`config.mk`:
```
export PLATFORM = sky130hd
export DESIGN_NAME = direct_mapped_page_cache_controller_flat
export DESIGN_NICKNAME = d
export VERILOG_FILES = /design/src/sv/dmpc_pkg.sv /design/src/sv/dmpc_if.sv /design/src/sv/dmpc_ctrl.sv /design/src/sv/dmpc_datapath.sv /design/src/sv/direct_mapped_page_cache_controller.sv /design/src/flat_wrapper.sv
export SDC_FILE = /design/constraint.sdc
export NUM_CORES = 2
export LEC_CHECK = 0
export BUFFER_PORTS_ARGS = -buffer_cell sky130_fd_sc_hd__buf_2
export CAP_MARGIN = 30
export CORE_MARGIN = 5
export CORE_UTILIZATION = 40
export DETAILED_ROUTE_END_ITERATION = 6
export HOLD_SLACK_MARGIN = 0.06
export SLEW_MARGIN = 40
export SYNTH_ARGS = -nofsm -noshare
export SYNTH_HDL_FRONTEND = slang
export SYNTH_HIERARCHICAL = 1
export SYNTH_SLANG_ARGS = --single-unit
```
`constraint.sdc`:
```
create_clock -name clk -period 8.4 [get_ports clk]
set_clock_uncertainty 0.1 [all_clocks]
set_input_delay 0.42 -clock clk [delete_from_list [all_inputs] [get_ports clk]]
set_output_delay 0.42 -clock clk [all_outputs]
set_load 0.03 [all_outputs]
```
`src/sv/dmpc_pkg.sv`:
```
// Shared constants, codes and control/status types for the direct-mapped page cache controller.
package dmpc_pkg;

	localparam int SLOTS   = 16;
	localparam int SLOT_W  = $clog2(SLOTS);
	localparam int CNT_W   = $clog2(SLOTS + 1);
	localparam int PAGE_W  = 32;
	localparam int ADDR_W  = 48;
	localparam int PSIZE_W = 21;
	localparam int OP_W    = 3;
	localparam int CMD_W   = 2;
	localparam int CFG_IDX_W  = 2;
	localparam int CFG_DATA_W = 48;
	localparam int PROD_W  = PSIZE_W + PAGE_W;
	localparam int SUM_W   = PROD_W + 1;

	localparam logic [OP_W-1:0] OP_READ       = 3'd0;
	localparam logic [OP_W-1:0] OP_WRITE      = 3'd1;
	localparam logic [OP_W-1:0] OP_READ_WRITE = 3'd2;
	localparam logic [OP_W-1:0] OP_FLUSH      = 3'd3;
	localparam logic [OP_W-1:0] OP_NEW_PAGE   = 3'd4;

	localparam logic [CFG_IDX_W-1:0] REG_BASE_OFFSET = 2'd0;
	localparam logic [CFG_IDX_W-1:0] REG_PAGE_SIZE   = 2'd1;
	localparam logic [CFG_IDX_W-1:0] REG_PAGE_COUNT  = 2'd2;

	localparam logic [ADDR_W-1:0]  BASE_OFFSET_RST = '0;
	localparam logic [PSIZE_W-1:0] PAGE_SIZE_RST   = 21'd4096;
	localparam logic [PAGE_W-1:0]  PAGE_COUNT_RST  = 32'd1;

	typedef enum logic [CMD_W-1:0] {
		CMD_FILL = 2'd0,
		CMD_WB   = 2'd1,
		CMD_HDR  = 2'd2,
		CMD_DONE = 2'd3
	} cmd_t;

	typedef struct packed {
		logic take_req;
		logic bump_counter;
		logic pop;
		logic load_sel_req;
		logic load_out;
		cmd_t out_kind;
		logic commit;
	} ctl_cmd_t;

	typedef struct packed {
		logic [OP_W-1:0] op;
		logic hit;
		logic slot_dirty;
		logic stack_empty;
		logic out_free;
	} dp_stat_t;

endpackage

```
`src/sv/dmpc_if.sv`:
```
// Valid/ready channel interfaces for requests, results and register writes.
interface dmpc_req_if;
	logic valid;
	logic ready;
	logic [dmpc_pkg::OP_W-1:0] operation;
	logic [dmpc_pkg::PAGE_W-1:0] page_index;

	modport source (output valid, output operation, output page_index, input ready);
	modport sink (input valid, input operation, input page_index, output ready);
endinterface

interface dmpc_rsp_if;
	logic valid;
	logic ready;
	logic [dmpc_pkg::CMD_W-1:0] command;
	logic [dmpc_pkg::PAGE_W-1:0] result_page;
	logic [dmpc_pkg::SLOT_W-1:0] slot;
	logic [dmpc_pkg::ADDR_W-1:0] byte_address;
	logic last;

	modport source (output valid, output command, output result_page, output slot,
		output byte_address, output last, input ready);
	modport sink (input valid, input command, input result_page, input slot,
		input byte_address, input last, output ready);
endinterface

interface dmpc_cfg_if;
	logic valid;
	logic ready;
	logic [dmpc_pkg::CFG_IDX_W-1:0] index;
	logic [dmpc_pkg::CFG_DATA_W-1:0] data;

	modport source (output valid, output index, output data, input ready);
	modport sink (input valid, input index, input data, output ready);
endinterface

```
`src/sv/dmpc_ctrl.sv`:
```
// Request sequencer: plans write-backs, fills, header and done words and drives the datapath.
module dmpc_ctrl (
	input  logic clk,
	input  logic arst_n,
	input  logic req_valid,
	output logic req_ready,
	input  dmpc_pkg::dp_stat_t stat,
	output dmpc_pkg::ctl_cmd_t cmd
);

	typedef enum logic [5:0] {
		S_IDLE   = 6'b000001,
		S_LOOKUP = 6'b000010,
		S_NEXT   = 6'b000100,
		S_AW1    = 6'b001000,
		S_AW2    = 6'b010000,
		S_SEND   = 6'b100000
	} state_t;

	state_t state_q, state_d;
	logic flush_pend_q, flush_pend_d;
	logic fill_pend_q, fill_pend_d;
	logic hdr_pend_q, hdr_pend_d;
	dmpc_pkg::cmd_t kind_q, kind_d;

	always_comb begin
		state_d      = state_q;
		flush_pend_d = flush_pend_q;
		fill_pend_d  = fill_pend_q;
		hdr_pend_d   = hdr_pend_q;
		kind_d       = kind_q;
		req_ready    = 1'b0;
		cmd          = '0;
		cmd.out_kind = kind_q;
		unique case (state_q)
			S_IDLE: begin
				req_ready = 1'b1;
				if (req_valid) begin
					cmd.take_req = 1'b1;
					state_d      = S_LOOKUP;
				end
			end
			S_LOOKUP: begin
				flush_pend_d = 1'b0;
				fill_pend_d  = 1'b0;
				hdr_pend_d   = 1'b0;
				state_d      = S_NEXT;
				unique case (stat.op)
					dmpc_pkg::OP_READ: begin
						fill_pend_d  = !stat.hit;
						flush_pend_d = !stat.hit && stat.slot_dirty;
					end
					dmpc_pkg::OP_WRITE: begin
						flush_pend_d = !stat.hit && stat.slot_dirty;
					end
					dmpc_pkg::OP_READ_WRITE: begin
						fill_pend_d  = !stat.hit;
						flush_pend_d = !stat.hit && stat.slot_dirty;
					end
					dmpc_pkg::OP_FLUSH: begin
						flush_pend_d = 1'b1;
					end
					dmpc_pkg::OP_NEW_PAGE: begin
						hdr_pend_d       = 1'b1;
						cmd.bump_counter = 1'b1;
					end
					default: begin
						state_d = S_IDLE;
					end
				endcase
			end
			S_NEXT: begin
				if (flush_pend_q) begin
					if (stat.stack_empty) begin
						flush_pend_d = 1'b0;
					end else begin
						cmd.pop = 1'b1;
						kind_d  = dmpc_pkg::CMD_WB;
						state_d = S_AW1;
					end
				end else if (fill_pend_q) begin
					fill_pend_d      = 1'b0;
					cmd.load_sel_req = 1'b1;
					kind_d           = dmpc_pkg::CMD_FILL;
					state_d          = S_AW1;
				end else if (hdr_pend_q) begin
					hdr_pend_d = 1'b0;
					kind_d     = dmpc_pkg::CMD_HDR;
					state_d    = S_SEND;
				end else begin
					cmd.load_sel_req = 1'b1;
					kind_d           = dmpc_pkg::CMD_DONE;
					state_d          = S_AW1;
				end
			end
			S_AW1: begin
				state_d = S_AW2;
			end
			S_AW2: begin
				state_d = S_SEND;
			end
			S_SEND: begin
				if (stat.out_free) begin
					cmd.load_out = 1'b1;
					if (kind_q == dmpc_pkg::CMD_DONE) begin
						cmd.commit = 1'b1;
						state_d    = S_IDLE;
					end else begin
						state_d = S_NEXT;
					end
				end
			end
			default: begin
				state_d = S_IDLE;
			end
		endcase
	end

	always_ff @(posedge clk or negedge arst_n) begin
		if (!arst_n) begin
			state_q      <= S_IDLE;
			flush_pend_q <= 1'b0;
			fill_pend_q  <= 1'b0;
			hdr_pend_q   <= 1'b0;
			kind_q       <= dmpc_pkg::CMD_DONE;
		end else begin
			state_q      <= state_d;
			flush_pend_q <= flush_pend_d;
			fill_pend_q  <= fill_pend_d;
			hdr_pend_q   <= hdr_pend_d;
			kind_q       <= kind_d;
		end
	end

endmodule

```
`src/sv/dmpc_datapath.sv`:
```
// Tag, valid and dirty store, dirty stack, address pipeline and result register.
module dmpc_datapath (
	input  logic clk,
	input  logic arst_n,
	dmpc_cfg_if.sink cfg,
	input  logic [dmpc_pkg::OP_W-1:0] operation,
	input  logic [dmpc_pkg::PAGE_W-1:0] page_index,
	dmpc_rsp_if.source rsp,
	input  dmpc_pkg::ctl_cmd_t cmd,
	output dmpc_pkg::dp_stat_t stat
);

	logic [dmpc_pkg::OP_W-1:0]    op_q;
	logic [dmpc_pkg::PAGE_W-1:0]  page_q;
	logic [dmpc_pkg::PAGE_W-1:0]  sel_page_q;
	logic [dmpc_pkg::SLOT_W-1:0]  wb_slot_q;
	logic [dmpc_pkg::ADDR_W-1:0]  base_q;
	logic [dmpc_pkg::PSIZE_W-1:0] psize_q;
	logic [dmpc_pkg::PAGE_W-1:0]  counter_q;
	logic [dmpc_pkg::PAGE_W-1:0]  tag_q [dmpc_pkg::SLOTS];
	logic [dmpc_pkg::SLOT_W-1:0]  stack_q [dmpc_pkg::SLOTS];
	logic [dmpc_pkg::SLOTS-1:0]   valid_q;
	logic [dmpc_pkg::SLOTS-1:0]   dirty_q;
	logic [dmpc_pkg::CNT_W-1:0]   count_q;
	logic [dmpc_pkg::PROD_W-1:0]  prod_s1;
	logic [dmpc_pkg::ADDR_W-1:0]  addr_s2;

	logic                         out_valid_q;
	logic [dmpc_pkg::CMD_W-1:0]   out_cmd_q;
	logic [dmpc_pkg::PAGE_W-1:0]  out_page_q;
	logic [dmpc_pkg::SLOT_W-1:0]  out_slot_q;
	logic [dmpc_pkg::ADDR_W-1:0]  out_addr_q;
	logic                         out_last_q;

	logic [dmpc_pkg::SLOT_W-1:0]  req_slot;
	logic [dmpc_pkg::CNT_W-1:0]   count_dec;
	logic [dmpc_pkg::SLOT_W-1:0]  top_idx;
	logic [dmpc_pkg::SLOT_W-1:0]  tag_raddr;
	logic [dmpc_pkg::PAGE_W-1:0]  tag_rd;
	logic [dmpc_pkg::SUM_W-1:0]   addr_sum;
	logic                         is_rd;
	logic                         is_wr;
	logic                         push;
	logic                         cfg_wr;

	logic [dmpc_pkg::CMD_W-1:0]   nxt_cmd;
	logic [dmpc_pkg::PAGE_W-1:0]  nxt_page;
	logic [dmpc_pkg::SLOT_W-1:0]  nxt_slot;
	logic [dmpc_pkg::ADDR_W-1:0]  nxt_addr;

	assign req_slot  = page_q[dmpc_pkg::SLOT_W-1:0];
	assign count_dec = count_q - dmpc_pkg::CNT_W'(1);
	assign top_idx   = stack_q[count_dec[dmpc_pkg::SLOT_W-1:0]];
	assign tag_raddr = cmd.pop ? top_idx : req_slot;
	assign tag_rd    = tag_q[tag_raddr];
	assign is_rd     = (op_q == dmpc_pkg::OP_READ);
	assign is_wr     = (op_q == dmpc_pkg::OP_WRITE) || (op_q == dmpc_pkg::OP_READ_WRITE);
	assign push      = cmd.commit && is_wr && !dirty_q[req_slot]
		&& (count_q < dmpc_pkg::CNT_W'(dmpc_pkg::SLOTS));
	assign cfg_wr    = cfg.valid && cfg.ready;
	assign cfg.ready = 1'b1;

	assign stat.op          = op_q;
	assign stat.hit         = valid_q[req_slot] && (tag_rd == page_q);
	assign stat.slot_dirty  = dirty_q[req_slot];
	assign stat.stack_empty = (count_q == '0);
	assign stat.out_free    = !out_valid_q || rsp.ready;

	assign addr_sum = dmpc_pkg::SUM_W'(base_q) + dmpc_pkg::SUM_W'(prod_s1);

	always_ff @(posedge clk) begin
		prod_s1 <= dmpc_pkg::PROD_W'(psize_q) * dmpc_pkg::PROD_W'(sel_page_q);
		addr_s2 <= (|addr_sum[dmpc_pkg::SUM_W-1:dmpc_pkg::ADDR_W]) ? '1
			: addr_sum[dmpc_pkg::ADDR_W-1:0];
	end

	always_comb begin
		nxt_cmd  = cmd.out_kind;
		nxt_page = page_q;
		nxt_slot = req_slot;
		nxt_addr = addr_s2;
		case (cmd.out_kind)
			dmpc_pkg::CMD_WB: begin
				nxt_page = sel_page_q;
				nxt_slot = wb_slot_q;
			end
			dmpc_pkg::CMD_HDR: begin
				nxt_page = counter_q;
				nxt_slot = '0;
				nxt_addr = base_q;
			end
			dmpc_pkg::CMD_DONE: begin
				if (op_q == dmpc_pkg::OP_FLUSH) begin
					nxt_page = '0;
					nxt_slot = '0;
					nxt_addr = '0;
				end else if (op_q == dmpc_pkg::OP_NEW_PAGE) begin
					nxt_slot = '0;
				end
			end
			default: begin
			end
		endcase
	end

	always_ff @(posedge clk or negedge arst_n) begin
		if (!arst_n) begin
			base_q      <= dmpc_pkg::BASE_OFFSET_RST;
			psize_q     <= dmpc_pkg::PAGE_SIZE_RST;
			counter_q   <= dmpc_pkg::PAGE_COUNT_RST;
			valid_q     <= '0;
			dirty_q     <= '0;
			count_q     <= '0;
			out_valid_q <= 1'b0;
		end else begin
			if (cfg_wr) begin
				unique case (cfg.index)
					dmpc_pkg::REG_BASE_OFFSET: base_q <= cfg.data[dmpc_pkg::ADDR_W-1:0];
					dmpc_pkg::REG_PAGE_SIZE:   psize_q <= cfg.data[dmpc_pkg::PSIZE_W-1:0];
					dmpc_pkg::REG_PAGE_COUNT:  counter_q <= cfg.data[dmpc_pkg::PAGE_W-1:0];
					default: begin
					end
				endcase
			end
			if (cmd.bump_counter) begin
				counter_q <= counter_q + dmpc_pkg::PAGE_W'(1);
			end
			if (cmd.pop) begin
				dirty_q[top_idx] <= 1'b0;
				count_q          <= count_dec;
			end
			if (cmd.commit && (is_rd || is_wr)) begin
				valid_q[req_slot] <= 1'b1;
				if (is_wr) begin
					dirty_q[req_slot] <= 1'b1;
				end
			end
			if (push) begin
				count_q <= count_q + dmpc_pkg::CNT_W'(1);
			end
			if (cmd.load_out) begin
				out_valid_q <= 1'b1;
			end else if (rsp.ready) begin
				out_valid_q <= 1'b0;
			end
		end
	end

	always_ff @(posedge clk) begin
		if (cmd.take_req) begin
			op_q   <= operation;
			page_q <= page_index;
		end
		if (cmd.bump_counter) begin
			page_q <= counter_q;
		end
		if (cmd.load_sel_req) begin
			sel_page_q <= page_q;
		end
		if (cmd.pop) begin
			sel_page_q <= tag_rd;
			wb_slot_q  <= top_idx;
		end
		if (cmd.commit && (is_rd || is_wr)) begin
			tag_q[req_slot] <= page_q;
		end
		if (push) begin
			stack_q[count_q[dmpc_pkg::SLOT_W-1:0]] <= req_slot;
		end
		if (cmd.load_out) begin
			out_cmd_q  <= nxt_cmd;
			out_page_q <= nxt_page;
			out_slot_q <= nxt_slot;
			out_addr_q <= nxt_addr;
			out_last_q <= (cmd.out_kind == dmpc_pkg::CMD_DONE);
		end
	end

	assign rsp.valid        = out_valid_q;
	assign rsp.command      = out_cmd_q;
	assign rsp.result_page  = out_page_q;
	assign rsp.slot         = out_slot_q;
	assign rsp.byte_address = out_addr_q;
	assign rsp.last         = out_last_q;

endmodule

```
`src/sv/direct_mapped_page_cache_controller.sv`:
```
// Top level of the direct-mapped write-back page cache controller.
// Requests arrive on req (operation, page_index), one word per request. For each request
// the block sends a sequence of words on rsp: write-backs of every dirty page (most
// recently first-dirtied first) when a slot must be reused or on flush, a fill on a
// read or read-write miss, a header write on a page allocation, then a done word with last.
// Codes 5 to 7 are dropped with no result. The user must write registers on cfg (index,
// data) only while the block is idle; the block does not enforce it. cfg is always ready.
// One request is handled at a time; req is ready only when the sequencer is idle.
// Every write-back and every fill passes through the sequencer states NEXT, AW1, AW2 and
// SEND, and a walk of the dirty stack ends with a last visit to NEXT that finds it empty.
// Each write-back, fill and done word waits in AW1 and AW2 for the page-size multiply and
// the saturating add.
// The next request is taken while the last done word still waits in the output register.
// A stalled receiver holds the output register; the sequencer waits until it frees.
// Reset clears the valid and dirty bits and the dirty stack and loads the register
// reset values; the page counter restarts from the initial page count.
module direct_mapped_page_cache_controller (
	input  logic clk,
	input  logic arst_n,
	dmpc_cfg_if.sink cfg,
	dmpc_req_if.sink req,
	dmpc_rsp_if.source rsp
);

	dmpc_pkg::ctl_cmd_t cmd;
	dmpc_pkg::dp_stat_t stat;
	logic ready;

	assign req.ready = ready;

	dmpc_ctrl u_ctrl (
		.clk       (clk),
		.arst_n    (arst_n),
		.req_valid (req.valid),
		.req_ready (ready),
		.stat      (stat),
		.cmd       (cmd)
	);

	dmpc_datapath u_datapath (
		.clk        (clk),
		.arst_n     (arst_n),
		.cfg        (cfg),
		.operation  (req.operation),
		.page_index (req.page_index),
		.rsp        (rsp),
		.cmd        (cmd),
		.stat       (stat)
	);

	a_load_when_free: assert property (@(posedge clk) disable iff (!arst_n)
		cmd.load_out |-> stat.out_free)
		else $error("result register loaded while occupied");

	a_one_request: assert property (@(posedge clk) disable iff (!arst_n)
		req.valid && req.ready |=> !req.ready)
		else $error("second request taken while one is in progress");

	a_last_is_done: assert property (@(posedge clk) disable iff (!arst_n)
		rsp.valid |-> (rsp.last == (rsp.command == dmpc_pkg::CMD_DONE)))
		else $error("last flag does not match done word");

	a_header_slot: assert property (@(posedge clk) disable iff (!arst_n)
		rsp.valid && rsp.command == dmpc_pkg::CMD_HDR |-> rsp.slot == '0)
		else $error("header word with nonzero slot");

endmodule

```
`src/flat_wrapper.sv`:
```
// flat-port wrapper written by rule: the top's interface ports become plain ports
module direct_mapped_page_cache_controller_flat 
  (clk, arst_n, cfg_valid, cfg_index, cfg_data, cfg_ready, req_valid, req_operation, req_page_index, req_ready, rsp_valid, rsp_command, rsp_result_page, rsp_slot, rsp_byte_address, rsp_last, rsp_ready);
  dmpc_cfg_if cfg_i ();
  dmpc_req_if req_i ();
  dmpc_rsp_if rsp_i ();
  input  logic clk;
  input  logic arst_n;
  input wire logic [$bits(cfg_i.valid)-1:0] cfg_valid;
  input wire logic [$bits(cfg_i.index)-1:0] cfg_index;
  input wire logic [$bits(cfg_i.data)-1:0] cfg_data;
  output wire logic [$bits(cfg_i.ready)-1:0] cfg_ready;
  input wire logic [$bits(req_i.valid)-1:0] req_valid;
  input wire logic [$bits(req_i.operation)-1:0] req_operation;
  input wire logic [$bits(req_i.page_index)-1:0] req_page_index;
  output wire logic [$bits(req_i.ready)-1:0] req_ready;
  output wire logic [$bits(rsp_i.valid)-1:0] rsp_valid;
  output wire logic [$bits(rsp_i.command)-1:0] rsp_command;
  output wire logic [$bits(rsp_i.result_page)-1:0] rsp_result_page;
  output wire logic [$bits(rsp_i.slot)-1:0] rsp_slot;
  output wire logic [$bits(rsp_i.byte_address)-1:0] rsp_byte_address;
  output wire logic [$bits(rsp_i.last)-1:0] rsp_last;
  input wire logic [$bits(rsp_i.ready)-1:0] rsp_ready;
  assign cfg_i.valid = cfg_valid;
  assign cfg_i.index = cfg_index;
  assign cfg_i.data = cfg_data;
  assign cfg_ready = cfg_i.ready;
  assign req_i.valid = req_valid;
  assign req_i.operation = req_operation;
  assign req_i.page_index = req_page_index;
  assign req_ready = req_i.ready;
  assign rsp_valid = rsp_i.valid;
  assign rsp_command = rsp_i.command;
  assign rsp_result_page = rsp_i.result_page;
  assign rsp_slot = rsp_i.slot;
  assign rsp_byte_address = rsp_i.byte_address;
  assign rsp_last = rsp_i.last;
  assign rsp_i.ready = rsp_ready;
  direct_mapped_page_cache_controller u_core (.clk(clk), .arst_n(arst_n), .cfg(cfg_i), .req(req_i), .rsp(rsp_i));
endmodule
```
==> report_table.html <==
<table>
<tr><th>Metric</th><th>Value</th></tr>
<tr><th colspan="2">Synthesis</th></tr>
<tr><td>Share of the synthesized area in the top cell type</td><td>around a third</td></tr>
<tr><td>Number of storage elements in the synthesis netlist</td><td>between 900 and 1,000</td></tr>
<tr><td>Average instance area after synthesis</td><td>11.5 um^2</td></tr>
<tr><td>Async set or reset register ratio after synthesis</td><td>approximately 15%</td></tr>
<tr><td>Most frequently used flop master after synthesis</td><td>edfxtp_1</td></tr>
<tr><td>Cell count after synthesis</td><td>5,579</td></tr>
<tr><td>Most numerous cell types in the synthesized netlist</td><td>edfxtp_1, nand2_1, inv_1</td></tr>
<tr><td>Count of distinct cell types in the synthesized netlist</td><td>around 110</td></tr>
<tr><td>Cell area after synthesis</td><td>between 60,000 and 70,000 um^2</td></tr>
<tr><td>Sequential fraction of the synthesis area</td><td>43.5%</td></tr>
<tr><td>Yosys warns</td><td>6</td></tr>
<tr><td>Most frequent cell after synthesis</td><td>edfxtp_1</td></tr>
<tr><td>Biggest area contributors in the synthesized netlist</td><td>edfxtp_1, fa_1, dfrtp_1, ha_1, and2_1</td></tr>
<tr><td>Cell taking the most area after synthesis</td><td>edfxtp_1</td></tr>
<tr><td>Syn Nets</td><td>6,454</td></tr>
<tr><td>Number of enable flip-flop cells after synthesis</td><td>roughly 730</td></tr>
<tr><th colspan="2">STA</th></tr>
<tr><td>Setup repair after global routing missed its margin</td><td>false</td></tr>
<tr><td>Number of endpoints failing setup at the final stage</td><td>0</td></tr>
<tr><td>Final cycle utilization of the critical path</td><td>~96%</td></tr>
<tr><td>Summed negative setup slack over all endpoints</td><td>0 ps</td></tr>
<tr><td>Number of hold-slack violations in the final timing report</td><td>0</td></tr>
<tr><td>Worst slew margin</td><td>between 40% and 50%</td></tr>
<tr><td>Clock period minus worst slack</td><td>around 8000 ps</td></tr>
<tr><td>Worst-margin pin slew</td><td>~880 ps</td></tr>
<tr><td>Max Freq</td><td>between 100 and 150 MHz</td></tr>
<tr><td>Number of pins exceeding their max-slew limit in the final report</td><td>0</td></tr>
<tr><th colspan="2">GRT</th></tr>
<tr><td>Via count of the first global-routing pass</td><td>approximately 45,000</td></tr>
<tr><td>Global-route wire length before repair</td><td>just under 300 mm</td></tr>
<tr><td>Number of antenna violations at the first check in global routing</td><td>10</td></tr>
<tr><td>Maximum number of pins on one net before global-route repair</td><td>110</td></tr>
<tr><td>Grt ovf</td><td>0</td></tr>
<tr><td>Total global-route track usage</td><td>22.8%</td></tr>
<tr><th colspan="2">Setup path</th></tr>
<tr><td>Destination of the worst register-to-register timing path</td><td>u_core/u_datapath/prod_s1[51]$_DFF_P_</td></tr>
<tr><td>Data arrival time of the critical path</td><td>~8600 ps</td></tr>
<tr><td>Top Family by Delay on Critical Path</td><td>adder cells</td></tr>
<tr><td>Timing endpoint of the critical path</td><td>u_core/u_datapath/prod_s1[51]$_DFF_P_</td></tr>
<tr><td>Crit start category</td><td>flip-flop</td></tr>
<tr><td>Slowest stage delay, CP</td><td>between 500 and 600 ps</td></tr>
<tr><td>Buffers and inverters on the worst path</td><td>5</td></tr>
<tr><td>Slowest cell on crit path</td><td>edfxtp_1</td></tr>
<tr><td>Crit path required time</td><td>between 8000 and 9000 ps</td></tr>
<tr><td>Minimum setup slack among reg-to-reg paths</td><td>~370 ps</td></tr>
<tr><td>Type of element capturing the critical path</td><td>flip-flop</td></tr>
<tr><td>Startpoint of the worst setup timing path</td><td>u_core/u_datapath/sel_page_q[8]$_DFFE_PP_</td></tr>
<tr><td>Reg-to-Reg Start</td><td>u_core/u_datapath/sel_page_q[8]$_DFFE_PP_</td></tr>
<tr><td>Worst Reg-to-Reg Cells</td><td>26</td></tr>
<tr><td>Stages on the worst setup path</td><td>26</td></tr>
<tr><td>Most frequent cell on the critical path</td><td>fa_1</td></tr>
<tr><td>Maximum fanout along the worst path</td><td>14</td></tr>
<tr><td>Crit Path Class</td><td>flip-flop to flip-flop</td></tr>
<tr><th colspan="2">Clocking</th></tr>
<tr><td>Total CTS buffers</td><td>between 100 and 150</td></tr>
<tr><td>TritonCTS clock tree</td><td>built</td></tr>
<tr><td>Clock buffer depth</td><td>3</td></tr>
<tr><td>H-tree level count</td><td>3</td></tr>
<tr><td>CTS Sinks</td><td>between 900 and 1,000</td></tr>
<tr><td>Skew-Pair Late Insertion Delay</td><td>between 700 and 800 ps</td></tr>
<tr><td>Post-CTS clock slew at the launch and capture registers of the worst setup and hold paths</td><td>around 60 ps</td></tr>
<tr><td>Clk Tree Root Cell</td><td>clkbuf_16</td></tr>
<tr><th colspan="2">Outcome</th></tr>
<tr><td>Result of the run</td><td>complete, no violations</td></tr>
<tr><th colspan="2">Detailed routing</th></tr>
<tr><td>DRC violations left</td><td>0</td></tr>
<tr><td>Via density per instance</td><td>around 5.5</td></tr>
<tr><td>Total wire length after detailed routing</td><td>~190 mm</td></tr>
<tr><td>DR WL/cell</td><td>between 20 and 25 um</td></tr>
<tr><td>Length of the first detailed-routing pass in iterations</td><td>7</td></tr>
<tr><td>Post-detailed-route count of antenna-violating nets</td><td>0</td></tr>
<tr><td>Count of routing violations after the opening detailed-route iteration</td><td>between 4,000 and 5,000</td></tr>
<tr><td>Vias post-DR</td><td>~44,000</td></tr>
<tr><th colspan="2">Placed design</th></tr>
<tr><td>Buffers added on ports</td><td>approximately 180</td></tr>
<tr><td>Final weighted congestion in routability-driven placement</td><td>0.917</td></tr>
<tr><td>Detail Placement HPWL</td><td>between 100 and 150 mm</td></tr>
<tr><th colspan="2">Finish</th></tr>
<tr><td>Synthesis-to-layout area growth</td><td>12.9%</td></tr>
<tr><td>Nets@finish</td><td>6,694</td></tr>
<tr><td>Proportion of layout cells with a drive suffix above 1</td><td>between 10% and 20%</td></tr>
<tr><th colspan="2">Die</th></tr>
<tr><td>Full die area</td><td>168,000 um^2</td></tr>
<tr><td>Top-level I/O count</td><td>180</td></tr>
<tr><td>Initial core utilization</td><td>approximately two fifths</td></tr>
<tr><td>Die Y</td><td>slightly above 400 um</td></tr>
<tr><td>Placeable core region</td><td>between 150,000 and 200,000 um^2</td></tr>
<tr><td>Site Rows</td><td>146</td></tr>
<tr><td>Floorplan die width</td><td>around 410 um</td></tr>
<tr><th colspan="2">Hold path</th></tr>
<tr><td>Type of the most critical hold path</td><td>primary input to flip-flop</td></tr>
<tr><th colspan="2">Run</th></tr>
<tr><td>Max_cap viols</td><td>0</td></tr>
</table>
## timing repair
item / 4_1_cts / 5_1_grt
hold buffers: 88 / 0
resized for setup: 0 / 7
buffers inserted: 0 / 5
endpoints found under the setup margin: 0 / 4
hold endpoints to repair: 175 / 0
## sequential cells by signal (all words and copies together) (netlist names), 21 cells and up
name                                cells
u_core/u_datapath/addr_s2              48
u_core/u_datapath/base_q               48
u_core/u_datapath/counter_q            32
u_core/u_datapath/page_q               32
u_core/u_datapath/prod_s1              53
u_core/u_datapath/psize_q              21
u_core/u_datapath/rsp.byte_address     48
u_core/u_datapath/rsp.result_page      32
u_core/u_datapath/sel_page_q           32
u_core/u_datapath/stack_q              64
u_core/u_datapath/tag_q               512
## tightest hold or removal path, delay by kind of cell
family,cells,cell delay (ps)
AO/OA/AOI/OAI,2,290
AND/OR/NAND/NOR,1,150
buffers and inverters,1,110
## cell usage in the layout (no fill, tap or decap), types with 17 or more instances in the layout
cell / instances
a31oi_1: 48
o31ai_1: 26
nand2_1: 683
clkinv_2: 24
a211oi_1: 64
and2_1: 413
o211ai_1: 22
dlygate4sd3_1: 87
clkbuf_16: 108
fa_1: 568
nand2b_1: 32
mux2i_1: 114
xor2_1: 48
o22ai_1: 25
ha_1: 217
mux4_2: 32
nand4_1: 22
inv_1: 670
a22o_1: 57
nor2_1: 149
xnor2_1: 87
clkbuf_1: 24
dfrtp_1: 141
a21oi_1: 158
a222oi_1: 32
mux2_2: 130
edfxtp_1: 734
o21bai_1: 17
dfxtp_1: 101
buf_4: 145
o21ai_0: 122
and3_1: 43
nand3_1: 139
a21o_1: 70
buf_2: 178
nor3_1: 27
## stage by stage
| step | util, % | cell area [um^2] | setup WS, ps | instances | hold WS [ps] |
|---|---|---|---|---|---|
| floorplan | - | 63900 | 1060 | 5579 | 24.4 |
| global placement | 42.5 | 67500 | 400 | 7673 | 275 |
| detailed placement | 42.6 | 67700 | 209 | 7684 | 274 |
| CTS | 45.4 | 72000 | 243 | 7972 | 86.6 |
| global route | 45.5 | 72200 | 97.2 | 7984 | 160 |
| finish | 45.5 | 72200 | 369 | 7986 | 150 |
## layout make-up
cell class	count	area (um^2)
Sequential cell	985	27800
Fill cell	14300	86600
Clock inverter	60	587
Antenna cell	2	5.00
Clock buffer	140	2890
Tap cell	2072	2590
Inverter	677	2540
Multi-Input combinational cell	3609	32400
Timing Repair Buffer	441	3330
## kinds of logic (layout without fill, tap and decap cells)
logic type      after synthesis  count (layout)  synth area share [%]
buf+inv                     985            1318                  6.18
mux                         282             282                  5.40
simple gates               1613            1613                  12.3
flops                       985             985                  43.5
fa+ha+maj                   786             786                  22.0
xor+xnor                    137             137                  1.90
compound gates              790             790                  8.63
other cells                   1               3               0.00586
## how the worst min path moves through the flow
stage	end	cells after the start	slack, ps	from
2_1_floorplan	u_core/u_ctrl/fill_pend_q$_DFFE_PN0P_	0	20	arst_n
3_3_place_gp	u_core/u_datapath/base_q[43]$_DFFE_PN0P_	1	270	arst_n
3_5_place_dp	u_core/u_datapath/base_q[46]$_DFFE_PN0P_	1	270	arst_n
4_1_cts	u_core/u_datapath/counter_q[0]$_DFFE_PN1P_	4	90	cfg_valid
5_1_grt	u_core/u_datapath/counter_q[0]$_DFFE_PN1P_	4	160	cfg_valid
6_report	u_core/u_datapath/counter_q[0]$_DFFE_PN1P_	4	150	cfg_valid
## layer usage
metal	global-route usage (%)	up-vias	routed length, um
li1	-	19400	-
met1	32.5	22200	82500
met2	34.6	1991	84700
met3	4.88	319	18400
met4	7.71	4	6870
met5	0	-	23
Power is not shown: default switching activity piles up to over one toggle a cycle in this logic, so the estimate is an artifact.
